===== config.mk =====
export PLATFORM = sky130hd
export DESIGN_NAME = descent_mission_sequencer_top
export DESIGN_NICKNAME = d
export VERILOG_FILES = /design/src/rtl/dms_pkg.sv /design/src/rtl/dms_cfg_regs.sv /design/src/rtl/dms_core.sv /design/src/rtl/descent_mission_sequencer_top.sv
export SDC_FILE = /design/constraint.sdc
export NUM_CORES = 1
export LEC_CHECK = 0
export ABC_AREA = 1
export ABC_CLOCK_PERIOD_IN_PS = 15700
export BUFFER_PORTS_ARGS = -buffer_cell sky130_fd_sc_hd__buf_2
export CAP_MARGIN = 30
export CORE_ASPECT_RATIO = 0.9
export CORE_MARGIN = 2
export CORE_UTILIZATION = 55
export CTS_CLUSTER_SIZE = 30
export DETAILED_ROUTE_END_ITERATION = 10
export PLACE_DENSITY = 0.78
export REMOVE_ABC_BUFFERS = 1
export SYNTH_ARGS = -nofsm -noshare
export SYNTH_HDL_FRONTEND = slang
export SYNTH_HIERARCHICAL = 1
export SYNTH_SLANG_ARGS = --single-unit

===== constraint.sdc =====
create_clock -name i_clk -period 15.7 [get_ports i_clk]
set_clock_uncertainty 0.05 [all_clocks]
set_input_delay 2.355 -clock i_clk [delete_from_list [all_inputs] [get_ports i_clk]]
set_output_delay 2.355 -clock i_clk [all_outputs]
set_load 0.005 [all_outputs]

===== src/rtl/dms_pkg.sv =====
// Descent mission sequencer: shared item types, register map and phase codes.
// No dependencies; every other file in rtl/ imports this package.
package dms_pkg;

    // Configuration port geometry
    localparam int CFG_IDX_W  = 3;
    localparam int CFG_DATA_W = 24;

    // Configuration register indexes
    localparam logic [CFG_IDX_W-1:0] CFG_SEPARATION_ALT = 3'd0;
    localparam logic [CFG_IDX_W-1:0] CFG_HOVER_ALT      = 3'd1;
    localparam logic [CFG_IDX_W-1:0] CFG_SLOW_ALT       = 3'd2;
    localparam logic [CFG_IDX_W-1:0] CFG_GROUND_ALT     = 3'd3;
    localparam logic [CFG_IDX_W-1:0] CFG_EMERG_ALT_MIN  = 3'd4;
    localparam logic [CFG_IDX_W-1:0] CFG_EMERG_SPEED    = 3'd5;
    localparam logic [CFG_IDX_W-1:0] CFG_EMERG_CONFIRM  = 3'd6;
    localparam logic [CFG_IDX_W-1:0] CFG_HOVER_TIME     = 3'd7;

    // Command codes (code three is unused and ignored)
    localparam logic [1:0] CMD_UPDATE = 2'd0;
    localparam logic [1:0] CMD_START  = 2'd1;
    localparam logic [1:0] CMD_STOP   = 2'd2;

    // Velocity-control modes
    localparam logic [1:0] VM_NONE   = 2'd0;
    localparam logic [1:0] VM_ACTIVE = 2'd1;
    localparam logic [1:0] VM_HOVER  = 2'd2;
    localparam logic [1:0] VM_SOFT   = 2'd3;

    // Mission phases
    typedef enum logic [2:0] {
        PH_FALL     = 3'd0,
        PH_SEPARATE = 3'd1,
        PH_POWERED  = 3'd2,
        PH_HOVER    = 3'd3,
        PH_DESCENT  = 3'd4,
        PH_LANDING  = 3'd5,
        PH_DONE     = 3'd6,
        PH_EMERG    = 3'd7
    } t_phase;

    // Input item
    typedef struct packed {
        logic [1:0]         cmd;
        logic [31:0]        now_ms;
        logic               sensor_ok;
        logic signed [23:0] altitude_cm;
        logic signed [15:0] vspeed_cms;
        logic               sep_confirmed;
        logic               touchdown;
        logic               emergency_request;
    } t_in_item;

    // Result item
    typedef struct packed {
        logic [2:0]  phase;
        logic        sep_fire;
        logic        parachute_cmd;
        logic        motors_armed;
        logic [1:0]  velocity_mode;
        logic [31:0] phase_time_ms;
    } t_out_item;

    // Configuration register contents
    typedef struct packed {
        logic [22:0]        separation_alt_cm;
        logic [22:0]        hover_alt_cm;
        logic [22:0]        slow_alt_cm;
        logic signed [23:0] ground_alt_cm;
        logic [22:0]        emerg_alt_min_cm;
        logic [14:0]        emerg_speed_cms;
        logic [15:0]        emerg_confirm_ms;
        logic [15:0]        hover_dwell_ms;
    } t_cfg;

endpackage


===== src/rtl/dms_cfg_regs.sv =====
// Descent mission sequencer: configuration register file (write-only).
// Depends on dms_pkg for the register map and the t_cfg struct.
module dms_cfg_regs (
    input  logic                           i_clk,
    input  logic                           i_rst_n,
    input  logic                           i_cfg_we,
    input  logic [dms_pkg::CFG_IDX_W-1:0]  i_cfg_idx,
    input  logic [dms_pkg::CFG_DATA_W-1:0] i_cfg_data,
    output dms_pkg::t_cfg                  o_cfg
);
    import dms_pkg::*;

    t_cfg r_cfg;

    // Register writes, each truncated to its own width
    always_ff @(posedge i_clk) begin
        if (!i_rst_n) begin
            r_cfg.separation_alt_cm <= 23'd100000;
            r_cfg.hover_alt_cm      <= 23'd20000;
            r_cfg.slow_alt_cm       <= 23'd5000;
            r_cfg.ground_alt_cm     <= 24'sd0;
            r_cfg.emerg_alt_min_cm  <= 23'd10000;
            r_cfg.emerg_speed_cms   <= 15'd2000;
            r_cfg.emerg_confirm_ms  <= 16'd500;
            r_cfg.hover_dwell_ms    <= 16'd10000;
        end else if (i_cfg_we) begin
            unique case (i_cfg_idx)
                CFG_SEPARATION_ALT: r_cfg.separation_alt_cm <= i_cfg_data[22:0];
                CFG_HOVER_ALT:      r_cfg.hover_alt_cm      <= i_cfg_data[22:0];
                CFG_SLOW_ALT:       r_cfg.slow_alt_cm       <= i_cfg_data[22:0];
                CFG_GROUND_ALT:     r_cfg.ground_alt_cm     <= $signed(i_cfg_data[23:0]);
                CFG_EMERG_ALT_MIN:  r_cfg.emerg_alt_min_cm  <= i_cfg_data[22:0];
                CFG_EMERG_SPEED:    r_cfg.emerg_speed_cms   <= i_cfg_data[14:0];
                CFG_EMERG_CONFIRM:  r_cfg.emerg_confirm_ms  <= i_cfg_data[15:0];
                CFG_HOVER_TIME:     r_cfg.hover_dwell_ms    <= i_cfg_data[15:0];
                default:            r_cfg                   <= r_cfg;
            endcase
        end
    end

    assign o_cfg = r_cfg;

endmodule


===== src/rtl/dms_core.sv =====
// Descent mission sequencer: phase state machine, overspeed timer and result
// forming for one item per cycle while i_fire is set. Depends on dms_pkg.
module dms_core #(
    parameter int TIME_BITS = 32
) (
    input  logic               i_clk,
    input  logic               i_rst_n,
    input  logic               i_fire,
    input  dms_pkg::t_in_item  i_item,
    input  dms_pkg::t_cfg      i_cfg,
    output dms_pkg::t_out_item o_result
);
    import dms_pkg::*;

    // Mission state
    t_phase                 r_phase,     n_phase;
    logic                   r_active,    n_active;
    logic [TIME_BITS-1:0]   r_entry,     n_entry;
    logic                   r_os_timing, n_os_timing;
    logic [TIME_BITS-1:0]   r_os_start,  n_os_start;
    logic                   r_sep,       n_sep;
    logic                   r_para,      n_para;
    logic                   r_armed,     n_armed;

    logic [TIME_BITS-1:0]   w_now;
    logic [TIME_BITS-1:0]   w_phase_dt;
    logic signed [16:0]     w_speed_lim;
    logic signed [16:0]     w_vs;
    logic                   w_overspeed;
    logic [1:0]             w_mode;

    // Motors are armed in the powered phases only
    function automatic logic phase_arms(t_phase p);
        return (p == PH_POWERED) || (p == PH_HOVER) ||
               (p == PH_DESCENT) || (p == PH_LANDING);
    endfunction

    assign w_now       = TIME_BITS'(i_item.now_ms);
    assign w_speed_lim = -$signed({2'b00, i_cfg.emerg_speed_cms});
    assign w_vs        = $signed({i_item.vspeed_cms[15], i_item.vspeed_cms});
    assign w_overspeed = (i_item.altitude_cm > $signed({1'b0, i_cfg.emerg_alt_min_cm})) &&
                         (w_vs <= w_speed_lim);

    // Next state
    always_comb begin
        t_phase v_ph;
        logic   v_enter;
        logic   v_emerg;
        logic   v_sep;
        logic   v_para;

        v_ph        = r_phase;
        v_enter     = 1'b0;
        v_emerg     = 1'b0;
        v_sep       = r_sep;
        v_para      = r_para;
        n_active    = r_active;
        n_os_timing = r_os_timing;
        n_os_start  = r_os_start;

        if (i_item.cmd == CMD_START) begin
            n_active    = 1'b1;
            n_os_timing = 1'b0;
            n_os_start  = '0;
            v_ph        = PH_FALL;
            v_enter     = 1'b1;
            v_sep       = 1'b0;
            v_para      = 1'b0;
        end else if (i_item.cmd == CMD_STOP) begin
            n_active = 1'b0;
            v_ph     = PH_DONE;
            v_enter  = 1'b1;
            v_sep    = 1'b0;
            v_para   = 1'b0;
        end else if (i_item.cmd == CMD_UPDATE && r_active) begin
            if (!i_item.sensor_ok) begin
                // Bad sensor data: straight to parachute
                v_ph    = PH_EMERG;
                v_enter = 1'b1;
                v_sep   = 1'b0;
                v_para  = 1'b1;
            end else begin
                v_sep  = 1'b0;
                v_para = 1'b0;
                // Emergency check, timer runs only outside done/emergency
                if (r_phase != PH_EMERG && r_phase != PH_DONE) begin
                    if (i_item.emergency_request) begin
                        v_emerg = 1'b1;
                    end else if (w_overspeed) begin
                        if (!r_os_timing) begin
                            n_os_timing = 1'b1;
                            n_os_start  = w_now;
                        end else begin
                            v_emerg = ((w_now - r_os_start) >=
                                       TIME_BITS'(i_cfg.emerg_confirm_ms));
                        end
                    end else begin
                        n_os_timing = 1'b0;
                        n_os_start  = '0;
                    end
                end
                if (v_emerg) begin
                    v_ph    = PH_EMERG;
                    v_enter = 1'b1;
                end
                // Phase transitions
                unique case (v_ph)
                    PH_FALL: begin
                        if (i_item.altitude_cm <= $signed({1'b0, i_cfg.separation_alt_cm})) begin
                            v_ph    = PH_SEPARATE;
                            v_enter = 1'b1;
                        end
                    end
                    PH_SEPARATE: begin
                        v_sep = 1'b1;
                        if (i_item.sep_confirmed) begin
                            v_ph    = PH_POWERED;
                            v_enter = 1'b1;
                            v_sep   = 1'b0;
                        end
                    end
                    PH_POWERED: begin
                        if (i_item.altitude_cm <= $signed({1'b0, i_cfg.hover_alt_cm})) begin
                            v_ph    = PH_HOVER;
                            v_enter = 1'b1;
                        end
                    end
                    PH_HOVER: begin
                        if ((w_now - r_entry) >= TIME_BITS'(i_cfg.hover_dwell_ms)) begin
                            v_ph    = PH_DESCENT;
                            v_enter = 1'b1;
                        end
                    end
                    PH_DESCENT: begin
                        if (i_item.altitude_cm <= $signed({1'b0, i_cfg.slow_alt_cm})) begin
                            v_ph    = PH_LANDING;
                            v_enter = 1'b1;
                        end
                    end
                    PH_LANDING: begin
                        if (i_item.touchdown ||
                            i_item.altitude_cm <= i_cfg.ground_alt_cm) begin
                            v_ph    = PH_DONE;
                            v_enter = 1'b1;
                        end
                    end
                    PH_DONE: begin
                        v_sep = 1'b0;
                    end
                    PH_EMERG: begin
                        v_para = 1'b1;
                    end
                    default: begin
                        v_ph = r_phase;
                    end
                endcase
            end
        end

        // Entering a phase stamps the time and re-derives motor arm
        n_phase = v_ph;
        n_sep   = v_sep;
        n_para  = v_para;
        n_entry = v_enter ? w_now : r_entry;
        n_armed = v_enter ? phase_arms(v_ph) : r_armed;
    end

    // Time in phase wraps at the timer width before it is cut to 32 bits
    assign w_phase_dt = w_now - n_entry;

    // Outputs: control loop mode only when an update holds a flying phase
    always_comb begin
        w_mode = VM_NONE;
        if (i_item.cmd == CMD_UPDATE && r_active && i_item.sensor_ok &&
            n_phase == r_phase) begin
            unique case (r_phase) inside
                PH_POWERED, PH_DESCENT: w_mode = VM_ACTIVE;
                PH_HOVER:               w_mode = VM_HOVER;
                PH_LANDING:             w_mode = VM_SOFT;
                default:                w_mode = VM_NONE;
            endcase
        end
        o_result.phase          = n_phase;
        o_result.sep_fire       = n_sep;
        o_result.parachute_cmd  = n_para;
        o_result.motors_armed   = n_armed;
        o_result.velocity_mode  = w_mode;
        o_result.phase_time_ms  = 32'(w_phase_dt);
    end

    // State registers advance once per item
    always_ff @(posedge i_clk) begin
        if (!i_rst_n) begin
            r_phase     <= PH_FALL;
            r_active    <= 1'b0;
            r_entry     <= '0;
            r_os_timing <= 1'b0;
            r_os_start  <= '0;
            r_sep       <= 1'b0;
            r_para      <= 1'b0;
            r_armed     <= 1'b0;
        end else if (i_fire) begin
            r_phase     <= n_phase;
            r_active    <= n_active;
            r_entry     <= n_entry;
            r_os_timing <= n_os_timing;
            r_os_start  <= n_os_start;
            r_sep       <= n_sep;
            r_para      <= n_para;
            r_armed     <= n_armed;
        end
    end

`ifndef SYNTHESIS
    // Motor arm always agrees with the phase held
    a_armed_phase: assert property (@(posedge i_clk) disable iff (!i_rst_n)
        r_armed == ((r_phase == PH_POWERED) || (r_phase == PH_HOVER) ||
                    (r_phase == PH_DESCENT) || (r_phase == PH_LANDING)))
        else $error("motor arm out of step with phase");

    // Parachute only fires in emergency
    a_para_emerg: assert property (@(posedge i_clk) disable iff (!i_rst_n)
        r_para |-> (r_phase == PH_EMERG))
        else $error("parachute command outside emergency");

    // Separation only commanded while separating
    a_sep_phase: assert property (@(posedge i_clk) disable iff (!i_rst_n)
        r_sep |-> (r_phase == PH_SEPARATE))
        else $error("separation command outside separation phase");

    // Nothing in the mission state moves without an item
    a_hold_idle: assert property (@(posedge i_clk) disable iff (!i_rst_n)
        !i_fire |=> ($stable(r_phase) && $stable(r_entry) && $stable(r_active)))
        else $error("mission state changed without an item");
`endif

endmodule


===== src/rtl/descent_mission_sequencer_top.sv =====
// Descent mission sequencer top level: input register, core, result register.
// Depends on dms_pkg, dms_cfg_regs and dms_core.
//
//  channel  direction  handshake                payload
//  in       sink       i_in_valid / o_in_stall  i_in  (t_in_item)
//  out      source     o_out_valid / i_out_stall o_out (t_out_item)
//  cfg      sink       i_cfg_we                 i_cfg_idx, i_cfg_data
//
// One item per clock sustained while the output is not stalled; an item passes
// from the input register to the result register, with the phase logic in between.
// Reset is synchronous, active low, and clears control state and valid flags.
// A stalled result stays in the result register; the input register still
// takes an item, and o_in_stall rises only when both stages hold items and
// the output is stalled.
module descent_mission_sequencer_top #(
    parameter int TIME_BITS = 32
) (
    input  logic                           i_clk,
    input  logic                           i_rst_n,
    input  logic                           i_in_valid,
    output logic                           o_in_stall,
    input  dms_pkg::t_in_item              i_in,
    output logic                           o_out_valid,
    input  logic                           i_out_stall,
    output dms_pkg::t_out_item             o_out,
    input  logic                           i_cfg_we,
    input  logic [dms_pkg::CFG_IDX_W-1:0]  i_cfg_idx,
    input  logic [dms_pkg::CFG_DATA_W-1:0] i_cfg_data
);
    import dms_pkg::*;

    logic      r_s1_valid;
    t_in_item  r_s1_item;
    logic      r_out_valid;
    t_out_item r_out;

    t_cfg      w_cfg;
    t_out_item w_result;
    logic      w_out_free;
    logic      w_s1_move;
    logic      w_in_take;

    // Handshake
    assign w_out_free = !r_out_valid || !i_out_stall;
    assign w_s1_move  = r_s1_valid && w_out_free;
    assign o_in_stall = r_s1_valid && !w_out_free;
    assign w_in_take  = i_in_valid && !o_in_stall;

    dms_cfg_regs u_cfg (
        .i_clk      (i_clk),
        .i_rst_n    (i_rst_n),
        .i_cfg_we   (i_cfg_we),
        .i_cfg_idx  (i_cfg_idx),
        .i_cfg_data (i_cfg_data),
        .o_cfg      (w_cfg)
    );

    dms_core #(
        .TIME_BITS (TIME_BITS)
    ) u_core (
        .i_clk    (i_clk),
        .i_rst_n  (i_rst_n),
        .i_fire   (w_s1_move),
        .i_item   (r_s1_item),
        .i_cfg    (w_cfg),
        .o_result (w_result)
    );

    // Input register
    always_ff @(posedge i_clk) begin
        if (!i_rst_n) begin
            r_s1_valid <= 1'b0;
        end else if (w_in_take) begin
            r_s1_valid <= 1'b1;
        end else if (w_s1_move) begin
            r_s1_valid <= 1'b0;
        end
    end

    always_ff @(posedge i_clk) begin
        if (w_in_take) begin
            r_s1_item <= i_in;
        end
    end

    // Result register
    always_ff @(posedge i_clk) begin
        if (!i_rst_n) begin
            r_out_valid <= 1'b0;
        end else if (w_s1_move) begin
            r_out_valid <= 1'b1;
        end else if (!i_out_stall) begin
            r_out_valid <= 1'b0;
        end
    end

    always_ff @(posedge i_clk) begin
        if (w_s1_move) begin
            r_out <= w_result;
        end
    end

    assign o_out_valid = r_out_valid;
    assign o_out       = r_out;

`ifndef SYNTHESIS
    // An item leaving the input register shows up as a result next cycle
    a_move_result: assert property (@(posedge i_clk) disable iff (!i_rst_n)
        w_s1_move |=> o_out_valid)
        else $error("item lost between input and result register");

    // A held result is not overwritten while stalled
    a_no_overwrite: assert property (@(posedge i_clk) disable iff (!i_rst_n)
        (r_out_valid && i_out_stall) |-> !w_s1_move)
        else $error("result overwritten under stall");

    // Input side only stalls when both stages are occupied
    a_stall_full: assert property (@(posedge i_clk) disable iff (!i_rst_n)
        o_in_stall |-> (r_s1_valid && r_out_valid))
        else $error("input stalled with a free stage");
`endif

endmodule


==> results.yml, run 1 <==
outcome:
  run_status: "complete, no violations"
logic_synthesis:
  synth_top_family_by_area: "simple AND/OR/NAND/NOR gates"
  synth_top_cells_by_count: "879 x nand2_1, 491 x inv_1, 431 x nor2_1"
  synthMostInstantiatedCell: "nand2_1"
  post-synth-top-area-fraction_pct: 19.7
  ys.warnings.count: 6
  synth-compound-area-share_pct: 9.76
  synth_flop_cell: "dfxtp_1"
  instance_count_of_the_mapped_netlist: 3420
  yosys-mux-area-fraction_pct: 0
  synth.largest_area_cell: "dfxtp_1"
  yosys.area_share.xor_xnor_pct: 2.69
  synth_edf_count: 118
  synth_area_per_cell_um2: 7.05
  seq_area_frac_synth_pct: 34.4
  synth.distinct_cells: 60
  post_synth_main_area_contributors: "dfxtp_1 20%, edfxtp_1 15%, nand2_1 14%"
  postSynth.asyncResetShare_pct: 0
  synth_adder_area_share_pct: 13.8
  post_synthesis_cell_area_um2: 24100
  synth.ff_latch_count: 355
  synth_simple_gate_area_share_pct: 29.5
routing:
  route.vias.total: 22400
  drt-wirelength-per-cell_um: 16.5
  drt-pass1-iter-count: 6
  drc_errors: 0
  drt.antenna.violating_nets: 0
  viasPerCell: 5.41
  finalWirelength_um: 68100
  drtIter0Drc: 2183
clock_tree:
  tritoncts_num_sinks: 355
  number_of_levels_the_h_tree_was_split_into: 2
  ctsRootBufferMaster: "clkbuf_16"
  post_cts.repair.setup_buffers: 0
  max-clock-path-buffers: 3
  number_of_resized_instances_in_the_post_cts_repair_step: 0
  clkTransAtPathRegs_ns: 0.06
  tritoncts: "yes"
  cts_buffers: 40
  insertion_delay_of_the_later_clocked_pin_in_the_worst_skew_pair_ns: 0.59
  postCtsHoldBufs: 0
pwr:
  p_leak_nw: 12.6
  irDropWorstVdd_mv: 0.102
  cellPowerDensity_nw_per_um2: 96.5
worst_setup_path:
  crit_top_cell: "nand2_1"
  critical_path.reg2reg.startpoint: "u_cfg/o_cfg[33]$_SDFFE_PN0P_"
  setup.worst_path.class: "reg -> reg"
  ff2ff_path_depth: 46
  endpoint_kind: "register"
  critPathSlowestCell: "fa_1"
  required_ns: 15.97
  slowest_delay_ns: 0.39
  setup.worst_path.start_class: "register"
  worstPathArrival_ns: 8.01
  critical_path.max_fanout: 62
  r2r_end: "o_out[26]$_DFFE_PP_"
  reg2reg_slack_ns: 7.95
min_path:
  worst_hold_path.num_cells: 2
  min_delay_worst_endpoint: "u_cfg/o_cfg[18]$_SDFFE_PN1P_"
  worst_hold_path_type: "reg -> reg"
  timing.hold.worst.start: "u_cfg/o_cfg[18]$_SDFFE_PN1P_"
timing:
  layout_min_cycle_time_ns: 7.75
  totalNegativeSetupSlack_ns: 0
  final_critical_path_setup_slack_ns: 7.95
  drv_slew: 0
  hold_viol: 0
  setup_violations: 0
  grt_setup_unrepaired: "false"
  maxSlewHeadroom_pct: 33.9
  max_freq_mhz: 129
  slew_of_the_pin_with_the_lowest_slew_margin_ns: 0.991
  final.period_utilization_pct: 49.3
final_layout:
  fin_cells: 4132
  area.growth.synth_to_final_pct: 10.7
  num_antenna_cells: 0
  fin_nets: 3920
  layout-drive-gt1-share_pct: 8.58
  stdcell_area_um2: 26700
place:
  hpwlAfterDp_um: 50600
  place_ws_ns: 7.61
  dpl-instance-area_um2: 25300
  gpl.final_weighted_congestion: 0.977
  portbufs: 151
  place_inst: 4057
global_routing:
  grt_ovf: 0
  first_global_vias: 20500
  grt_pass1_wl_um: 108000
  total_global_route_track_usage_pct: 29.9
  antenna_violations_before_repair: 0
  pin_count_of_the_biggest_net_entering_global_routing: 89
job:
  max_cap_viol_count: 0
floorplan:
  row_count: 72
  start_util_pct: 55.9
  die_area_um2: 45500
  core_area_um2: 43200
  pin_count: 152
  die_width_um: 225
  floorplan.die.height_um: 203
kinds of logic (layout without fill, tap and decap cells):
group	after synthesis	count (layout)
xor+xnor	74	74
flops	355	355
buf+inv	599	756
simple gates	1701	1701
fa+ha+maj	265	265
compound gates	426	426
layer usage:
metal | GRT usage (%) | part of all wire, %
met4 | 8.89 | 2.5
met2 | 45.3 | 42
met3 | 5.76 | 9.2
met5 | 0 | 0
met1 | 43.2 | 46
cell usage in the layout, fill, tap and decap left out, drive strengths merged, types with 53 or more instances in the layout:
cell    netlist  layout
nand2       890     890
inv         512     515
nor2        451     451
ha          262     262
nand3       254     254
dfxtp       237     237
a21oi       235     235
buf          63     168
o21ai       124     124
edfxtp      118     118
xor2         61      61
clkbuf       22      53
critical path: cells and delay by family (launching register included):
family | cells | cell delay, ns
flops | 1 | 0.32
fa+ha+maj | 3 | 0.86
buf+inv | 3 | 0.40
compound gates | 13 | 2.35
simple gates | 25 | 3.15
xor+xnor | 2 | 0.31
where the power goes:
group	leakage, nW	switching [mW]	internal [mW]
registers	3.07	0.0367	1.01
clock network	0.669	0.411	0.558
logic	8.87	0.365	0.201
total	12.6	0.813	1.76
cell type report:
cell class,instances,area [um2]
clock buffer,53,1110
clock inverter,21,253
fill,3948,16500
inverter,514,1930
multi-input combinational,2466,13500
sequential,355,8290
tap,555,694
timing repair buffer,168,946
worst max-delay path by stage:
stage	cells past startpoint	start	slack (ns)	to
2_1_floorplan	9	i_out_stall	8.54	u_core/r_os_start[0]$_SDFFE_PN0P_
3_3_place_gp	45	u_cfg/o_cfg[32]$_SDFFE_PN0P_	7.83	o_out[26]$_DFFE_PP_
3_5_place_dp	45	u_cfg/o_cfg[32]$_SDFFE_PN0P_	7.61	o_out[26]$_DFFE_PP_
4_1_cts	44	u_cfg/o_cfg[32]$_SDFFE_PN0P_	7.53	o_out[26]$_DFFE_PP_
5_1_grt	46	u_cfg/o_cfg[32]$_SDFFE_PN0P_	6.97	o_out[26]$_DFFE_PP_
6_report	46	u_cfg/o_cfg[33]$_SDFFE_PN0P_	7.95	o_out[26]$_DFFE_PP_
stage by stage:
step	hold slack [ns]	power (mW)	utilization, %
2_1_floorplan	0.379	1.43	-
3_3_place_gp	0.391	1.60	58.5
3_5_place_dp	0.392	1.61	58.7
4_1_cts	0.409	2.58	61.8
5_1_grt	0.426	2.70	61.9
6_report	0.409	2.58	61.9
sequential cells by signal, summed over array words and instances, names as in the netlist, 3 cells and up:
signal             count
u_core/r_os_start     32
u_core/r_phase         3
u_core/r_entry        32
o_out                 40
r_s1_item             78
u_cfg/o_cfg          163
(Power assumes the default switching activity.)
==> run 2, diff against run 1 <==
- ABC_AREA: 1 -> 0
- ABC_CLOCK_PERIOD_IN_PS: 15700 -> 7750
- clock period: 15.7 -> 7.75 ns (I/O delays scaled with it)
==> run 2 against run 1 <==
  * The flow now finishes with violations (negative setup slack)
  * Clock power up 110%
  * Combinational power up 100%
  * Via count down 6.9%
  * Routed wire length up 1.1%
  * Final area up 7.6%
  * Utilization up 6.8 points
  * Non-clock buffer count up 320
  * Die area down 3.1%
  * Worst setup slack worse by 8.7 ns
  * Sequential power up 99%
  * Register-to-register slack worse by 8.7 ns
  * Critical path depth down 4
  * Critical endpoint is now o_out[30]$_DFFE_PP_
  * Largest cell class unchanged
==> results.yml, run 2 <==
job:
  max_cap_viol_count: 0
worst_setup_path:
  crit_top_cell: "a21oi_2"
  slowest_delay_ns: 0.51
  setup.worst_path.class: "reg -> reg"
  endpoint_kind: "register"
  setup.worst_path.start_class: "register"
  critical_path.max_fanout: 5
  worstPathArrival_ns: 8.77
  critPathSlowestCell: "or4_4"
  required_ns: 8.00
logic_synthesis:
  synth.ff_latch_count: 355
  synth_flop_cell: "dfxtp_1"
  postSynth.asyncResetShare_pct: 0
  post_synthesis_cell_area_um2: 23300
  synthMostInstantiatedCell: "nand2_1"
  synth_edf_count: 118
  ys.warnings.count: 6
  synth.distinct_cells: 94
  post_synth_main_area_contributors: "dfxtp_1 20%, edfxtp_1 15%, ha_1 14%"
  instance_count_of_the_mapped_netlist: 2560
  post-synth-top-area-fraction_pct: 20.3
  synth.largest_area_cell: "dfxtp_1"
  synth_top_cells_by_count: "303 x nand2_1, 262 x ha_1, 237 x dfxtp_1, 237 x inv_1, 233 x mux2i_1"
  seq_area_frac_synth_pct: 35.5
  synth_area_per_cell_um2: 9.12
global_routing:
  grt_use_met1_pct: 40.4
  first_global_vias: 20300
  total_global_route_track_usage_pct: 30.1
  antenna_violations_before_repair: 0
  met2_usage_pct: 50.0
  grt_ovf: 0
  pin_count_of_the_biggest_net_entering_global_routing: 159
  groute.layer.met3.usage_pct: 4.16
  grt_pass1_wl_um: 107000
  grt_most_used_layer: "met2"
timing:
  slew_of_the_pin_with_the_lowest_slew_margin_ns: 0.933
  drv_slew: 0
  final_critical_path_setup_slack_ns: -0.769
  hold_viol: 0
  setup_violations: 13
  maxSlewHeadroom_pct: 37.8
  grt_setup_unrepaired: "true"
  layout_min_cycle_time_ns: 8.52
  max_freq_mhz: 117
  final.period_utilization_pct: 110
final_layout:
  fin_cells: 3573
  layout.cells.most_common: "buf_4"
  area.growth.synth_to_final_pct: 23.1
  layout-drive-gt1-share_pct: 21.3
  num_antenna_cells: 0
  stdcell_area_um2: 28700
  final_core_util_pct: 68.7
  largest_register_ff_count: 163
  fin_nets: 3370
  most-common-layout-cells: "323 x buf_4, 302 x nand2_1, 257 x ha_1"
place:
  hpwlAfterDp_um: 50900
  gpl.final_weighted_congestion: 0.927
  dpl-instance-area_um2: 26900
  place_inst: 3480
  portbufs: 151
clock_tree:
  ctsRootBufferMaster: "clkbuf_16"
  insertion_delay_of_the_later_clocked_pin_in_the_worst_skew_pair_ns: 0.57
  number_of_levels_the_h_tree_was_split_into: 2
  tritoncts: "yes"
  cts_buffers: 40
  tritoncts_num_sinks: 355
  postCtsHoldBufs: 0
  clkTransAtPathRegs_ns: 0.06
  max-clock-path-buffers: 3
pwr:
  irDropWorstVdd_mv: 0.203
  cellPowerDensity_nw_per_um2: 182
  p_leak_nw: 12.6
floorplan:
  core_area_um2: 41800
  floorplan.die.height_um: 199
  die_area_um2: 44100
  start_util_pct: 55.8
  pin_count: 152
  die_width_um: 221
  row_count: 71
min_path:
  worst_hold_path_type: "reg -> reg"
routing:
  drt-wirelength-per-cell_um: 19.3
  drt-pass1-iter-count: 5
  drc_errors: 0
  finalWirelength_um: 68900
  drtIter0Drc: 1639
  drt.antenna.violating_nets: 0
  viasPerCell: 5.82
  route.vias.total: 20800
outcome:
  run_status: "finished with violations"
  violations: "negative setup slack"
-- run 2: changes by cell type after synthesis, sizes merged, moves of 37 or more --
cell   before  now
nand2     890  303
inv       512  237
xnor2      13   50
nor2b       0  113
a21o       13   58
nand3     254   27
mux2i       0  233
nor2      451  131
a21oi     235  146
-- run 2: where the power goes --
part	switching, mW	internal [mW]
Sequential	0.0551	2.01
Combinational	0.621	0.536
Clock	0.809	1.18
Total	1.48	3.73
-- run 2: path summary, 6_finish.rpt --
| check | start | cells after the start | end | slack, ns |
|---|---|---|---|---|
| setup / recovery | r_s1_item[44]$_DFFE_PP_ | 42 | o_out[30]$_DFFE_PP_ | -0.77 |
| hold / removal | u_cfg/o_cfg[31]$_SDFFE_PN0P_ | 2 | u_cfg/o_cfg[31]$_SDFFE_PN0P_ | 0.41 |
| setup reg to reg | r_s1_item[44]$_DFFE_PP_ | 42 | o_out[30]$_DFFE_PP_ | -0.77 |
| hold reg to reg | u_cfg/o_cfg[31]$_SDFFE_PN0P_ | 2 | u_cfg/o_cfg[31]$_SDFFE_PN0P_ | 0.41 |
-- run 2: cells by family after synthesis --
logic type	Yosys count	synth area share (%)
adder cells (fa/ha/maj)	265	14.3
buffers and inverters	332	5.88
XOR/XNOR	78	2.93
flip-flops	355	35.5
AND/OR/NAND/NOR	773	16.3
AO/OA/AOI/OAI	521	15.0
multiplexers	236	10.1
-- run 2: critical path: cells and delay by family (launching register included) --
family | cells | cell delay, ns
AO/OA/AOI/OAI | 21 | 3.82
XOR/XNOR | 2 | 0.17
adder cells (fa/ha/maj) | 5 | 1.33
AND/OR/NAND/NOR | 9 | 1.92
flip-flops | 1 | 0.42
buffers and inverters | 5 | 0.51
-- run 2: layout make-up --
type | count | area (um2)
well taps | 547 | 684
inverters | 237 | 890
clock inverters | 19 | 245
fillers | 3138 | 13100
flip-flops and latches | 355 | 8290
repair buffers | 488 | 3410
clock buffers | 54 | 1110
multi-input cells | 1873 | 14100
-- run 2: layer usage --
layer / vias to the layer above / part of all wire, %
met3: 145 / 6.1
met1: 10000 / 45
met2: 666 / 46
met5: - / 0
met4: 0 / 3.2
li1: 9978 / -
-- run 2: stage by stage --
stage	hold WS (ns)	power [mW]	worst slack [ns]	setup TNS (ns)
after detailed placement	0.397	3.17	-1.43	-15.88
after floorplan	0.382	2.71	-4.34	-172.62
after CTS	0.409	5.19	-0.791	-5.11
final	0.409	5.22	-0.769	-6.89
after global routing	0.425	5.42	-1.14	-12.55
after global placement	0.390	3.13	-1.36	-14.59
-- run 2: what timing repair did --
action                                 CTS  global route
setup endpoints to repair               21            19
pin swaps                               35            33
resized for setup                       41            42
buffers inserted                         9            13
endpoints found under the hold margin    0             0
